===== src/rtl/cict_pkg.sv =====
// ============================================================================
// cict_pkg
// Types, marker identifiers and helper functions of the CAN identifier census.
// ============================================================================
package cict_pkg;

    localparam int ID_W     = 11;
    localparam int SLOT_W   = 6;
    localparam int FRAMES_W = 16;
    localparam int UNIQUE_W = 7;
    localparam int TOTAL_W  = 32;
    localparam int DROPS_W  = 16;
    localparam int HITS_W   = 2;

    // Identifiers seen only on the power-train bus
    localparam logic [ID_W-1:0] PT_MARK_A = 11'h0B5;
    localparam logic [ID_W-1:0] PT_MARK_B = 11'h0BA;
    localparam logic [ID_W-1:0] PT_MARK_C = 11'h198;
    // Identifiers seen only on the body bus
    localparam logic [ID_W-1:0] BODY_MARK_A = 11'h349;
    localparam logic [ID_W-1:0] BODY_MARK_B = 11'h2CA;
    localparam logic [ID_W-1:0] BODY_MARK_C = 11'h1D6;

    typedef enum logic [1:0] {
        MARK_NONE  = 2'd0,
        MARK_POWER = 2'd1,
        MARK_BODY  = 2'd2
    } marker_t;

    typedef enum logic [1:0] {
        VERDICT_SILENT       = 2'd0,
        VERDICT_POWER        = 2'd1,
        VERDICT_BODY         = 2'd2,
        VERDICT_INCONCLUSIVE = 2'd3
    } verdict_t;

    typedef struct packed {
        logic [ID_W-1:0] can_id;
    } in_word_t;

    typedef struct packed {
        logic [SLOT_W-1:0]   slot;
        logic                is_new;
        logic                dropped;
        logic [FRAMES_W-1:0] id_frames;
        logic [UNIQUE_W-1:0] unique_ids;
        logic [TOTAL_W-1:0]  frames_seen;
        logic [DROPS_W-1:0]  ids_dropped;
        logic [HITS_W-1:0]   power_bus_hits;
        logic [HITS_W-1:0]   body_bus_hits;
        verdict_t            verdict;
    } out_word_t;

    function automatic marker_t marker_class(input logic [ID_W-1:0] id);
        marker_t cls;
        case (id) inside
            PT_MARK_A, PT_MARK_B, PT_MARK_C:       cls = MARK_POWER;
            BODY_MARK_A, BODY_MARK_B, BODY_MARK_C: cls = MARK_BODY;
            default:                               cls = MARK_NONE;
        endcase
        return cls;
    endfunction

    function automatic verdict_t bus_verdict(input logic              empty,
                                             input logic [HITS_W-1:0] power,
                                             input logic [HITS_W-1:0] body);
        verdict_t v;
        if (empty)
            v = VERDICT_SILENT;
        else if (power > body)
            v = VERDICT_POWER;
        else if (body > power)
            v = VERDICT_BODY;
        else
            v = VERDICT_INCONCLUSIVE;
        return v;
    endfunction

endpackage


===== src/rtl/cict_stream_if.sv =====
// ============================================================================
// cict_stream_if
// Valid/ready channel carrying one word of a type chosen per instance.
// ============================================================================
interface cict_stream_if #(
    parameter type word_t = logic
);
    logic  valid;
    logic  ready;
    word_t data;

    modport source (output valid, output data, input ready);
    modport sink   (input valid, input data, output ready);
endinterface


===== src/rtl/can_id_census_table.sv =====
// ============================================================================
// can_id_census_table
// Census of distinct received CAN identifiers with per-identifier frame counts,
// drop count and a bus verdict from fixed marker identifiers.
// ============================================================================
//  channel  | dir | word         | fields
//  ---------+-----+--------------+------------------------------------------
//  frame    | in  | in_word_t    | can_id
//  result   | out | out_word_t   | slot, is_new, dropped, id_frames, ...
//
//  A new identifier is accepted, then searched for linearly, reading one
//  table entry per cycle from the single read port with registered read
//  data; the finished word then goes to the output register. A hit in
//  slot k ends the search early.
//  No clearing pass after reset: only entries below the fill count are read.
//  A finished word waits in the output register; the next frame is accepted
//  meanwhile, and its result waits in the done state until the register frees.
// ============================================================================
module can_id_census_table
    import cict_pkg::*;
#(
    parameter int TABLE_DEPTH = 64
) (
    input  logic          clk,
    input  logic          rst_n,
    cict_stream_if.sink   frame,
    cict_stream_if.source result
);

    localparam int IDX_W = (TABLE_DEPTH > 1) ? $clog2(TABLE_DEPTH) : 1;
    localparam int CNT_W = $clog2(TABLE_DEPTH + 1);

    typedef enum logic [2:0] {
        ST_IDLE   = 3'b001,
        ST_SEARCH = 3'b010,
        ST_DONE   = 3'b100
    } state_t;

    // table memories
    logic [ID_W-1:0]     id_mem  [TABLE_DEPTH];
    logic [FRAMES_W-1:0] frm_mem [TABLE_DEPTH];
    logic [ID_W-1:0]     rd_id_reg;
    logic [FRAMES_W-1:0] rd_frm_reg;

    state_t              state_reg, state_next;
    logic [CNT_W-1:0]    issue_idx_reg, issue_idx_next;
    logic                pending_reg, pending_next;
    logic [IDX_W-1:0]    cmp_idx_reg;
    logic [ID_W-1:0]     item_id_reg;
    logic [CNT_W-1:0]    fill_reg, fill_next;
    logic [TOTAL_W-1:0]  total_reg, total_next;
    logic [DROPS_W-1:0]  drop_reg, drop_next;
    logic [HITS_W-1:0]   power_reg, power_next;
    logic [HITS_W-1:0]   body_reg, body_next;
    out_word_t           res_reg, res_next;
    logic                out_valid_reg, out_valid_next;
    out_word_t           out_data_reg;

    logic                accept;
    logic                hit;
    logic                full;
    logic                search_end;
    logic                rd_en;
    logic [IDX_W-1:0]    rd_addr;
    logic                do_insert;
    logic                do_drop;
    logic                load_out;
    logic                frm_wr_en;
    logic [IDX_W-1:0]    wr_addr;
    logic [FRAMES_W-1:0] frm_wr_data;
    logic [FRAMES_W-1:0] frm_inc;
    logic [IDX_W-1:0]    fill_idx;
    marker_t             cls;

    assign frame.ready  = (state_reg == ST_IDLE);
    assign accept       = frame.valid && frame.ready;
    assign result.valid = out_valid_reg;
    assign result.data  = out_data_reg;

    assign fill_idx = fill_reg[IDX_W-1:0];
    assign full     = (fill_reg == CNT_W'(TABLE_DEPTH));
    assign hit      = pending_reg && (rd_id_reg == item_id_reg);
    assign frm_inc  = rd_frm_reg + FRAMES_W'(1);
    assign cls      = marker_class(item_id_reg);

    always_comb
    begin
        rd_en      = (state_reg == ST_SEARCH) && !hit && (issue_idx_reg < fill_reg);
        search_end = (state_reg == ST_SEARCH) && (hit || (issue_idx_reg >= fill_reg));
        rd_addr    = issue_idx_reg[IDX_W-1:0];
        do_insert  = search_end && !hit && !full;
        do_drop    = search_end && !hit && full;
        load_out   = (state_reg == ST_DONE) && (!out_valid_reg || result.ready);

        frm_wr_en   = (search_end && hit) || do_insert;
        wr_addr     = hit ? cmp_idx_reg : fill_idx;
        frm_wr_data = hit ? frm_inc : FRAMES_W'(1);
    end

    // counters and result word
    always_comb
    begin
        fill_next  = fill_reg;
        total_next = total_reg;
        drop_next  = drop_reg;
        power_next = power_reg;
        body_next  = body_reg;
        if (search_end)
        begin
            total_next = total_reg + TOTAL_W'(1);
        end
        if (do_drop)
        begin
            drop_next = drop_reg + DROPS_W'(1);
        end
        if (do_insert)
        begin
            fill_next = fill_reg + CNT_W'(1);
            case (cls)
                MARK_POWER: power_next = power_reg + HITS_W'(1);
                MARK_BODY:  body_next  = body_reg + HITS_W'(1);
                default:    ;
            endcase
        end

        res_next.slot           = hit ? SLOT_W'(cmp_idx_reg)
                                      : (do_insert ? SLOT_W'(fill_idx) : '0);
        res_next.is_new         = do_insert;
        res_next.dropped        = do_drop;
        res_next.id_frames      = hit ? frm_inc
                                      : (do_insert ? FRAMES_W'(1) : '0);
        res_next.unique_ids     = UNIQUE_W'(fill_next);
        res_next.frames_seen    = total_next;
        res_next.ids_dropped    = drop_next;
        res_next.power_bus_hits = power_next;
        res_next.body_bus_hits  = body_next;
        res_next.verdict        = bus_verdict(fill_next == '0, power_next, body_next);
    end

    // sequencing
    always_comb
    begin
        state_next     = state_reg;
        issue_idx_next = issue_idx_reg;
        pending_next   = 1'b0;
        out_valid_next = out_valid_reg && !result.ready;
        case (state_reg)
            ST_IDLE:
            begin
                if (accept)
                begin
                    issue_idx_next = '0;
                    state_next     = ST_SEARCH;
                end
            end
            ST_SEARCH:
            begin
                pending_next = rd_en;
                if (rd_en)
                begin
                    issue_idx_next = issue_idx_reg + CNT_W'(1);
                end
                if (search_end)
                begin
                    state_next = ST_DONE;
                end
            end
            ST_DONE:
            begin
                if (load_out)
                begin
                    out_valid_next = 1'b1;
                    state_next     = ST_IDLE;
                end
            end
            default:
            begin
                state_next = ST_IDLE;
            end
        endcase
    end

    always_ff @(posedge clk or negedge rst_n)
    begin
        if (!rst_n)
        begin
            state_reg     <= ST_IDLE;
            issue_idx_reg <= '0;
            pending_reg   <= 1'b0;
            fill_reg      <= '0;
            total_reg     <= '0;
            drop_reg      <= '0;
            power_reg     <= '0;
            body_reg      <= '0;
            out_valid_reg <= 1'b0;
        end
        else
        begin
            state_reg     <= state_next;
            issue_idx_reg <= issue_idx_next;
            pending_reg   <= pending_next;
            fill_reg      <= fill_next;
            total_reg     <= total_next;
            drop_reg      <= drop_next;
            power_reg     <= power_next;
            body_reg      <= body_next;
            out_valid_reg <= out_valid_next;
        end
    end

    // payload registers
    always_ff @(posedge clk)
    begin
        if (accept)
        begin
            item_id_reg <= frame.data.can_id;
        end
        if (rd_en)
        begin
            cmp_idx_reg <= rd_addr;
        end
        if (search_end)
        begin
            res_reg <= res_next;
        end
        if (load_out)
        begin
            out_data_reg <= res_reg;
        end
    end

    // table memories: one read port, one write port, registered read data
    always_ff @(posedge clk)
    begin
        if (rd_en)
        begin
            rd_id_reg  <= id_mem[rd_addr];
            rd_frm_reg <= frm_mem[rd_addr];
        end
        if (do_insert)
        begin
            id_mem[wr_addr] <= item_id_reg;
        end
        if (frm_wr_en)
        begin
            frm_mem[wr_addr] <= frm_wr_data;
        end
    end

endmodule


===== src/flat_wrapper.sv =====
// flat-port wrapper written by rule: the top's interface ports become plain ports
module can_id_census_table_flat import cict_pkg::*;
#(
    parameter int TABLE_DEPTH = 64
)
  (clk, rst_n, frame_valid, frame_data, frame_ready, result_valid, result_data, result_ready);
  cict_stream_if #(.word_t(in_word_t)) frame_i ();
  cict_stream_if #(.word_t(out_word_t)) result_i ();
  input  logic clk;
  input  logic rst_n;
  input wire logic [$bits(frame_i.valid)-1:0] frame_valid;
  input wire logic [$bits(frame_i.data)-1:0] frame_data;
  output wire logic [$bits(frame_i.ready)-1:0] frame_ready;
  output wire logic [$bits(result_i.valid)-1:0] result_valid;
  output wire logic [$bits(result_i.data)-1:0] result_data;
  input wire logic [$bits(result_i.ready)-1:0] result_ready;
  assign frame_i.valid = frame_valid;
  assign frame_i.data = frame_data;
  assign frame_ready = frame_i.ready;
  assign result_valid = result_i.valid;
  assign result_data = result_i.data;
  assign result_i.ready = result_ready;
  can_id_census_table #(.TABLE_DEPTH(TABLE_DEPTH)) u_core (.clk(clk), .rst_n(rst_n), .frame(frame_i), .result(result_i));
endmodule

===== config.mk =====
export PLATFORM = sky130hd
export DESIGN_NAME = can_id_census_table_flat
export DESIGN_NICKNAME = d
export VERILOG_FILES = /design/src/rtl/cict_pkg.sv /design/src/rtl/cict_stream_if.sv /design/src/rtl/can_id_census_table.sv /design/src/flat_wrapper.sv
export SDC_FILE = /design/constraint.sdc
export NUM_CORES = 2
export LEC_CHECK = 0
export BUFFER_PORTS_ARGS = -buffer_cell sky130_fd_sc_hd__buf_2
export CORE_ASPECT_RATIO = 1.5
export CORE_MARGIN = 2
export CORE_UTILIZATION = 39
export CTS_CLUSTER_SIZE = 24
export DETAILED_ROUTE_END_ITERATION = 8
export PLACE_DENSITY = 0.52
export SYNTH_ARGS = -nofsm -noshare
export SYNTH_HDL_FRONTEND = slang
export SYNTH_SLANG_ARGS = --single-unit
export TNS_END_PERCENT = 10

===== constraint.sdc =====
create_clock -name clk -period 5.9 [get_ports clk]
set_input_delay 1.18 -clock clk [delete_from_list [all_inputs] [get_ports clk]]
set_output_delay 1.18 -clock clk [all_outputs]
set_load 0.02 [all_outputs]

# Yosys cells after proc, flatten, opt, wreduce, memory -nomap -nowiden
# Memories as Yosys holds them, arrays and structs flattened. A register that Yosys moved wholly into a read port is not among the register bits.
# Cells that the tools add are included.
op_classes:
  reduce_logical: 25
  order_cmp: 4
  n_eq_ne: 17
  n_addsub: 7
  mux: 31
ops:
  columns: ["cell", "n"]
  rows:
  - ["$mux W16", 3]
  - ["$add A16 B1 Y16 const B", 2]
  - ["$add A32 B1 Y32 const B", 1]
  - ["$mux W32", 1]
  - ["$eq A11 B10 Y1 const B", 2]
  - ["$eq A11 B8 Y1 const B", 2]
  - ["$eq A11 B9 Y1 const B", 2]
  - ["$mux W7", 3]
  - ["$mux W6", 3]
  - ["$add A7 B1 Y7 const B", 2]
  - ["$pmux W7 S2", 1]
  - ["$mux W2", 6]
  - ["$eq A11 B11 Y1", 1]
  - ["$logic_and A1 B1 Y1", 11]
  - ["$mux W1", 10]
  - ["$mux W3", 3]
  - ["$pmux W3 S3", 1]
  - ["$eq A7 B7 Y1 const B", 1]
  - ["$ge A7 B7 Y1", 1]
  - ["$logic_not A7 Y1", 1]
  - ["$lt A7 B7 Y1", 1]
  - ["$ne A2 B1 Y1 const B", 3]
  - ["$reduce_and A3 Y1", 2]
  - ["$reduce_or A3 Y1", 2]
  - ["12 further kinds", 19]
totals:
  mem_count: 2
  input_bits: 15
  mem_bits_rw: 1728
  out_inout_bits: 87
  wordCells: 118
  ff_bits: 258
memory_table:
  columns: ["memory", "words", "word_bits", "read_ports", "rd_ports_with_merged_regs", "write_ports", "line_no", "rtl"]
  rows:
  - ["u_core.frm_mem", 64, 16, 1, 1, 1, "can_id_census_table.sv:41", "logic [FRAMES_W-1:0] frm_mem [TABLE_DEPTH];"]
  - ["u_core.id_mem", 64, 11, 1, 1, 1, "can_id_census_table.sv:40", "logic [ID_W-1:0] id_mem [TABLE_DEPTH];"]

# Longest topological paths before layout
logic_depth:
  word_depth: 10
  mapped_depth: 17
  mapped_depth_nobuf: 13

# Least setup slack after synthesis
# Ideal clock, no wire load.
synth_timing:
  path_type: "register to register"
  startpoint: "register u_core.item_id_reg[8]"
  endpoint: "register u_core.res_reg[30] (netlist bit), data pin"
  period_less_slack_ns: 5.306
  t_arrival_ns: 5.041
  setup_time_ns: 0.266
  stages_incl_launch_ff: 8
  slack_ns: 0.594
  n_path_buf: 1
  required_time_ns: 5.634
  cell_sequence: "edfxtp_1 xnor2_1 nand4_1 or3_1 clkbuf_1 a21oi_2 and4_1 xor2_1"
synth_lines:
  columns: ["item", "line_no", "rtl"]
  rows:
  - ["from (decl)", "can_id_census_table.sv:49", "logic [ID_W-1:0] item_id_reg;"]
  - ["from (signal assigned)", "can_id_census_table.sv:216", "item_id_reg <= frame.data.can_id;"]
  - ["to (signal assigned)", "can_id_census_table.sv:224", "res_reg <= res_next;"]
  - ["to (decl)", "can_id_census_table.sv:55", "out_word_t res_reg, res_next;"]

# Final worst setup path
layout_timing:
  startpoint: "register u_core.fill_reg[2]"
  endpoint: "memory u_core.frm_mem[56][7] (enable)"
layout_via:
  elab_chain_len: 8
layout_rtl:
  columns: ["item", "line_no", "rtl"]
  rows:
  - ["from (decl)", "can_id_census_table.sv:50", "logic [CNT_W-1:0] fill_reg, fill_next;"]
  - ["from (signal assigned)", "can_id_census_table.sv:202", "fill_reg <= fill_next;"]
  - ["$ge A7 B7 Y1", "can_id_census_table.sv:89", "search_end = (state_reg == ST_SEARCH) && (hit || (issue_idx_reg >= fill_reg));"]
  - ["$logic_or A1 B1 Y1", "can_id_census_table.sv:89", null]
  - ["$logic_and A1 B1 Y1", "can_id_census_table.sv:89", null]
  - ["$logic_and A1 B1 Y1 (2 in a row)", "can_id_census_table.sv:91", "do_insert = search_end && !hit && !full;"]
  - ["$logic_or A1 B1 Y1", "can_id_census_table.sv:95", "frm_wr_en = (search_end && hit) || do_insert;"]
  - ["$mux W1", "can_id_census_table.sv:244", "if (frm_wr_en)"]
  - ["$mux W1 (not written as such)", "can_id_census_table.sv:246", "frm_mem[wr_addr] <= frm_wr_data;"]
  - ["to (decl)", "can_id_census_table.sv:41", null]
# Several ways; a longest one is shown, not always the timed one.

==> metrics.yaml <==
status:
  status: "complete, no violations"
detailed_routing:
  via_count: 35036
  ant_nets: 0
  finalWirelength_um: 192000
  firstDrtPassIters: 5
  drc: 0
  drtIter0Drc: 3072
  viasPerCell: 5.46
  wire_per_inst_um: 30.0
synth:
  synth_top_area_frac: 0.757
  synth.net_count: 3370
  async_reset_ff_frac: 0.0353
  ys_seq_elements: 2013
  ys_warn_count: 0
  synth_area_leaders: "edfxtp_1, mux4_2, dfrtp_1, nor2_1, xnor2_1"
  synth_cells: 3339
  synth_area_um2: 77000
  synth.distinct_cells: 54
  synth_edf_count: 1942
  seq_area_frac_synth: 0.780
  synth_largest_area_cell: "edfxtp_1"
  synth_flop_cell: "edfxtp_1"
  synth.avg_cell_area_um2: 23.1
timing:
  relSlewSlack: 0.232
  hold_slack_ps: 402
  tightest_slew_ps: 1140
  drv_slew: 0
  setup_viol: 0
  min_period_ps: 4170
  rsz0062_at_grt: "no"
  fin_skew_ps: 72.1
  max_freq_mhz: 240
  hold_viol: 0
  period_share: 0.707
  fin_tns_setup_ps: 0
finish:
  drive_gt1_frac: 0.320
  fin_area_um2: 87900
  multiInputGateArea_um2: 16500
  seq_area_um2: 60100
  top_register: "u_core.frm_mem"
  fin_cells: 6421
  utilization: 0.448
  final_nets: 3689
  reg_top3: "u_core.frm_mem (1024), u_core.id_mem (704)"
  largest_reg_flops: 1024
  area_delta_synth_final_pct: 14.1
  fill_cells: 16593
global_route:
  grt_max_degree: 130
  antenna_found_initial: 8
  grt_use_total: 0.191
  busiest_layer: "met2"
  use_met1: 0.241
  grt_use_met3: 0.0262
  grt_pass1_vias: 36377
  grt-ovfl-total: 0
  met2_usage: 0.344
  grt_pass1_wl_um: 276000
setup_path:
  r2r.worst_path.cells: 9
  worstPathRequired_ps: 6320
  worst-setup-path-type: "flip-flop to flip-flop"
  timing.rr.start: "u_core.fill_reg[2]"
  rrSetupSlack_ps: 1730
  path_max_fanout: 16
  crit_arrival_ps: 4590
  end_kind: "flip-flop"
  rr_endpoint: "u_core.frm_mem[56][7]"
  worst_setup_path_start_kind: "flip-flop"
clock_tree:
  htree_levels: 4
  tritoncts: "done"
  cts_buffers: 196
  clk_pin_slew_worst_paths_ps: 60
  hold_buffers: 0
  clkLatencyLatePin_ps: 840
  root_buffer: "clkbuf_16"
  cts_setup_buffers: 0
  cts_sinks: 2013
  clk_path_buf_depth: 4
  ctsResizeCount: 0
placed_design:
  placed_cells: 6073
  post_dp_cell_area_um2: 82000
  hpwl_um: 122000
  io_buffer_count: 101
  gp_congestion: 0.830
run:
  drv_cap: 0
worst_hold_path:
  min_to: "u_core.result.data[30]"
  hold_class: "flip-flop to flip-flop"
  hold_start: "u_core.res_reg[30]"
  min_path_cells: 0
floorplan:
  core_area_um2: 196000
  rows: 199
  io_pins: 102
  initial_core_util: 0.393
  die_width_um: 367
  die_h_um: 548
  die-area_um2: 201000
power_and_ir_drop:
  power.density_nw_per_um2: 378
  p_leak_nw: 29.1
  peakVddDrop_mv: 0.214
[metal layers]
| metal | part of all wire | vias up |
|---|---|---|
| met3 | 0.046 | 280 |
| met5 | 0 | - |
| li1 | - | 14729 |
| met4 | 0.027 | 0 |
| met1 | 0.39 | 19024 |
| met2 | 0.53 | 1003 |
[power breakdown]
group	leakage (nW)	internal (mW)	switching (mW)
Sequential	20.6	16.1	0.229
Clock	2.89	6.63	5.27
Combinational	5.59	2.08	2.96
[per-stage QoR]
step                total power [mW]  setup slack [ps]
floorplan                       20.0               594
global placement                21.8              1770
detailed placement              21.8              1800
CTS                             33.7              1740
global route                    34.4              1460
finish                          33.3              1730
[area by class of cell]
type / instances / area share
clock buffers: 247 / 0.0589
diodes: 3 / 0.0000854
well taps: 2613 / 0.0372
multi-input cells: 1137 / 0.188
repair buffers: 281 / 0.0221
flip-flops and latches: 2013 / 0.684
clock inverters: 98 / 0.00865
inverters: 29 / 0.00124
[critical path: stages (launching register included)]
cell	delay, ps
dfrtp_1	620
clkinv_1	350
ha_1	430
nor2_1	60
nor2_1	160
a21oi_2	180
buf_4	210
or4_1	510
a21o_1	360
nor2_2	860
[Yosys cell counts (5+ instances only)]
cell type  number
nor2b_1         6
and4_1          5
buf_2          50
buf_1          21
nand3_1        28
a21oi_1        21
buf_6           5
nor3_1         39
mux2_2          5
and3_1         24
xor2_1         34
nand4_1        28
nand2_1        40
nor4_1         13
xnor2_1        45
mux4_2        567
buf_4           5
edfxtp_1     1942
inv_1          27
nand2b_1        8
ha_1           16
or3_1          10
a31oi_1         8
o21ai_0        17
nor2_1        173
dfrtp_1        70
clkbuf_1       79
[cell families after synthesis]
group                      synth area share
DFF                                   0.780
muxes                                 0.167
and+or+nand+nor                      0.0250
buffers and inverters                0.0108
xor gates and xnor gates            0.00898
AOI/OAI and AO/OA                   0.00568
adders and majority gates           0.00260
[layout by cell type (no fill, tap or decap), types with 7 or more instances in the layout]
| master | instances |
|---|---|
| nor3_1 | 20 |
| nand2_1 | 39 |
| nor2_1 | 112 |
| inv_1 | 26 |
| nand4_1 | 28 |
| clkinvlp_4 | 8 |
| o21ai_0 | 17 |
| ha_1 | 16 |
| clkinv_1 | 47 |
| buf_4 | 174 |
| clkbuf_16 | 198 |
| edfxtp_1 | 1942 |
| nor4_1 | 13 |
| a21oi_1 | 17 |
| xnor2_1 | 45 |
| nand3_1 | 28 |
| and3_1 | 24 |
| or3_1 | 9 |
| nor2_2 | 49 |
| nand2b_1 | 8 |
| dfrtp_1 | 64 |
| buf_2 | 100 |
| bufinv_16 | 10 |
| mux4_2 | 567 |
| buf_12 | 7 |
| nor2_4 | 12 |
| clkbuf_1 | 45 |
| xor2_1 | 34 |
| nor3_2 | 19 |
| clkinv_2 | 29 |
[worst max-delay path by stage]
| stage | cells past startpoint | endpoint | slack (ps) | from |
|---|---|---|---|---|
| 6_report | 9 | u_core.frm_mem[56][7] | 1730 | u_core.fill_reg[2] |
| 5_1_grt | 9 | u_core.frm_mem[56][15] | 1460 | u_core.fill_reg[2] |
| 4_1_cts | 9 | u_core.frm_mem[56][7] | 1740 | u_core.fill_reg[2] |
| 3_5_place_dp | 9 | u_core.frm_mem[56][4] | 1800 | u_core.fill_reg[2] |
| 3_3_place_gp | 9 | u_core.frm_mem[56][4] | 1770 | u_core.fill_reg[2] |
| 2_1_floorplan | 7 | u_core.res_reg[30] | 590 | u_core.item_id_reg[8] |
No activity file was read; power rests on OpenSTA's default activity.
